===== src/rtl/skt_pkg.sv =====
package skt_pkg;

    // Fixed widths of the request and response fields.
    localparam int MODE_W   = 2;
    localparam int KEY_W    = 64;
    localparam int EID_W    = 16;
    localparam int STATUS_W = 3;
    localparam int FID_W    = 16;
    localparam int CNT_O_W  = 7;

    // Operation codes.
    localparam logic [MODE_W-1:0] MODE_FIND   = 2'd0;
    localparam logic [MODE_W-1:0] MODE_ADD    = 2'd1;
    localparam logic [MODE_W-1:0] MODE_REMOVE = 2'd2;

    // Response status codes.
    localparam logic [STATUS_W-1:0] ST_OK     = 3'd0;
    localparam logic [STATUS_W-1:0] ST_ABSENT = 3'd1;
    localparam logic [STATUS_W-1:0] ST_DUP    = 3'd2;
    localparam logic [STATUS_W-1:0] ST_BADID  = 3'd3;
    localparam logic [STATUS_W-1:0] ST_FULL   = 3'd4;

    // Sequencer states.
    typedef enum logic [1:0] {
        S_IDLE,
        S_CMP,
        S_ACT
    } t_state;

    // Commands broadcast to every cell of the row.
    typedef struct packed {
        logic cmp;
        logic ins;
        logic del;
    } t_cell_ctrl;

endpackage


===== src/rtl/skt_cell.sv =====
module skt_cell #(
    parameter int KEY_WIDTH = 64,
    parameter int ID_WIDTH  = 16
) (
    input  logic                 i_clk,
    input  skt_pkg::t_cell_ctrl  i_ctrl,
    input  logic [KEY_WIDTH-1:0] i_key,
    input  logic [ID_WIDTH-1:0]  i_id,
    input  logic                 i_occ,
    input  logic [KEY_WIDTH-1:0] i_prev_key,
    input  logic [ID_WIDTH-1:0]  i_prev_id,
    input  logic                 i_prev_lt,
    input  logic [KEY_WIDTH-1:0] i_next_key,
    input  logic [ID_WIDTH-1:0]  i_next_id,
    output logic [KEY_WIDTH-1:0] o_key,
    output logic [ID_WIDTH-1:0]  o_id,
    output logic                 o_lt,
    output logic                 o_eq,
    output logic                 o_idm
);
    import skt_pkg::*;

    logic [KEY_WIDTH-1:0] r_key;
    logic [ID_WIDTH-1:0]  r_id;
    logic                 r_lt;
    logic                 r_eq;
    logic                 r_idm;

    // Compare the broadcast key against the held entry; empty cells never match.
    always_ff @(posedge i_clk) begin
        if (i_ctrl.cmp) begin
            r_lt  <= i_occ && (r_key < i_key);
            r_eq  <= i_occ && (r_key == i_key);
            r_idm <= (r_id == i_id);
        end
    end

    // Cells at or above the insert point shift up, and the first of them loads
    // the new entry. On a remove they take the entry of the cell above.
    always_ff @(posedge i_clk) begin
        if (i_ctrl.ins && !r_lt) begin
            if (i_prev_lt) begin
                r_key <= i_key;
                r_id  <= i_id;
            end else begin
                r_key <= i_prev_key;
                r_id  <= i_prev_id;
            end
        end else if (i_ctrl.del && !r_lt) begin
            r_key <= i_next_key;
            r_id  <= i_next_id;
        end
    end

    assign o_key = r_key;
    assign o_id  = r_id;
    assign o_lt  = r_lt;
    assign o_eq  = r_eq;
    assign o_idm = r_idm;
endmodule


===== config.mk =====
export PLATFORM = sky130hd
export DESIGN_NAME = skt_cell
export DESIGN_NICKNAME = d
export VERILOG_FILES = /design/src/rtl/skt_pkg.sv /design/src/rtl/skt_cell.sv
export SDC_FILE = /design/constraint.sdc
export NUM_CORES = 1
export LEC_CHECK = 0
export BUFFER_PORTS_ARGS = -buffer_cell sky130_fd_sc_hd__buf_4
export CAP_MARGIN = 10
export CORE_MARGIN = 3
export CORE_UTILIZATION = 41
export CTS_CLUSTER_SIZE = 10
export DETAILED_ROUTE_END_ITERATION = 12
export GPL_ROUTABILITY_DRIVEN = 1
export PLACE_DENSITY = 0.76
export SETUP_SLACK_MARGIN = 0.15
export SLEW_MARGIN = 20
export SYNTH_ARGS = -nofsm -noshare
export SYNTH_HDL_FRONTEND = slang
export SYNTH_SLANG_ARGS = --single-unit

===== constraint.sdc =====
create_clock -name i_clk -period 4.6 [get_ports i_clk]
set_input_delay 0.92 -clock i_clk [delete_from_list [all_inputs] [get_ports i_clk]]
set_output_delay 0.92 -clock i_clk [all_outputs]
set_load 0.01 [all_outputs]

==> metrics.yaml <==
status: "finished, final reports clean"
holdPathEnd: "o_idm"
finalSetupViolations: 0
coreArea_mm2: 0.01404
grt_pass1_wl_um: 28710
antenna_found_initial: 0
portBuffers: 328
cts_buffers: 9
die_y_um: 126.6
netlist_top_cells_area: "edfxtp_1 42%, ha_1 13%, mux2i_1 13%"
p_per_area_mw_per_mm2: 270.2
hold_buffers: 0
dieArea_mm2: 0.01601
nets: 1230
slew_headroom: 0.6076
num_rows: 43
synth_top_cell_by_area: "edfxtp_1"
hold_viol: 0
maxCapViolCount: 0
layout_common_cells: "331 x buf_4, 95 x nand2_1, 83 x edfxtp_1, 80 x mux2i_1, 77 x o21ai_0"
r2r-start: "o_key[59]"
wl_per_cell_um: 16.97
slew_violations: 0
syn_avg_cell_area_um2: 9.897
period_share: 0.5401
final_common_cell: "buf_4"
fill_cells: 1220
cts.clk_slew.worst_paths_ns: 0.06
fin_crit_ns: 2.485
overflow: 0
area_growth_pct: 49.54
endpoint_kind: "flip-flop"
dpl.hpwl_um: 15130
drc_errors: 0
worstPathRequired_ns: 4.67
synth_seq_cells: 83
ys_seq_area_frac: 0.4183
clockBufferDepth: 2
cp_data_arrival_time_ns: 2.55
layout-drive-gt1-share: 0.3838
power.leakage_nw: 4.521
clock_skew_ns: 0.006212
hold_ws_ns: 0.7554
firstDrtPassIters: 5
fmax_mhz: 402.5
startpoint_type: "input port"
antenna_left: 0
grt.total_usage: 0.2278
total_power_mw: 2.407
worstSetupPathType: "in -> reg"
syn_inst: 602
rrSetupSlack_ns: 2.42
r2r_end: "o_lt"
htreeDepth: 3
reg2reg_depth: 6
tritoncts: "yes"
min_path_type: "reg -> reg"
cts_sinks: 83
hold_depth: 3
viasPerCell: 5.039
finalSetupTns_ns: 0
ios: 329
antenna_cells: 0
post_cts_resized: 0
die_w_um: 126.6
yosysWarningCount: 0
synth_top_cell_area_share: 0.4183
place.gp.congestion: 0.8393
grt_max_degree: 113
post-cts-setup-buffers: 0
start_util: 0.4243
clk_latency_ns: 0.34
rsz0062_at_grt: "false"
synth_area_mm2: 0.005958
grt_pass1_vias: 5655
cp_max_fo: 4
peakVddDrop_mv: 0.1747
synth_fp_nets: 912
tightest_slew_ns: 0.5886
drtIter0Drc: 215
hold_start: "o_id[10]"
routed_wl_um: 18750
synth_cell_types: 31
vias: 5568
root_buffer: "clkbuf_16"
## worst max path at each step
stage / start / end / slack [ns] / cells past startpoint
2_1_floorplan: i_ctrl[1] / o_id[0] / 1.15 / 2
3_3_place_gp: i_key[58] / o_lt / 1.71 / 9
3_5_place_dp: i_key[63] / o_lt / 1.74 / 8
4_1_cts: i_key[63] / o_lt / 2.09 / 8
5_1_grt: i_key[63] / o_lt / 1.97 / 8
6_report: i_key[63] / o_lt / 2.12 / 8
## worst max-delay path: stages
cell and delay [ns]:
buf_4 0.10, inv_1 0.04, ha_1 0.34, nand4_4 0.14, nor4_4 0.42, nand4_2 0.19
nor4_2 0.29, a221oi_1 0.12
## flip-flops by register name, summed over array words and instances (netlist names)
signal,cells
o_key,64
o_id,16
o_lt,1
o_idm,1
o_eq,1
## final cells by class
cell class                      instances  area (um^2)  share of cell area
Inverter                               67        251.5             0.02823
Clock inverter                          3        38.79            0.004353
Sequential cell                        83         2492              0.2797
Timing Repair Buffer                  334         2545              0.2856
Clock buffer                           13        240.2             0.02696
Multi-Input combinational cell        425         3117              0.3498
Tap cell                              180        225.2             0.02528
## through the flow
stage          utilization  setup WS, ns  cells  cell area (um^2)
6_report            0.6345         2.115   1105              8910
5_1_grt             0.6345         1.974   1105              8910
4_1_cts             0.6316         2.095   1103              8870
3_5_place_dp        0.6118         1.737   1087              8591
3_3_place_gp        0.6118         1.713   1087              8591
2_1_floorplan            -         1.148    602              5961
## report_power, final
| part | internal (mW) | switching, mW |
|---|---|---|
| Clock | 0.419 | 0.288 |
| Sequential | 0.936 | 0.0440 |
| Combinational | 0.376 | 0.345 |
## kinds of logic (layout without fill, tap and decap cells)
family                     after synthesis  in the layout  synth area share
buffers and inverters                   94            417           0.06111
muxes                                   80             80            0.1344
xor gates and xnor gates                16             16           0.02352
adders and majority gates               64             64            0.1344
DFF                                     83             83            0.4183
AOI/OAI and AO/OA                      129            129            0.1166
and+or+nand+nor                        136            136            0.1117
## cells in the mapped netlist
cell type  instances
o22ai_1            1
a2111oi_0          2
xnor2_1           16
a21oi_1           26
nand4b_1           1
nor4_4             2
mux2i_1           80
nand4_4            1
nor4_2             1
nor4_1             2
buf_2              9
ha_1              64
o211ai_1           1
nor3_1             2
nand2b_1           1
o21a_1             1
clkbuf_1          18
nand2_1           95
a221oi_1           3
a21o_1             7
and3_1             1
edfxtp_1          83
o21ai_0           77
nand4_1           13
nand4_2            4
nor2_1             6
nand3_1            7
inv_1             67
o21ai_1            9
o2111ai_1          1
a211oi_1           1
## per-layer routing
metal,track usage,part of all wire
met1,0.2454,0.37
met2,0.4237,0.53
met3,0.06063,0.081
met4,0.08644,0.025
met5,0,0
Power figures use the tool's default switching activity.
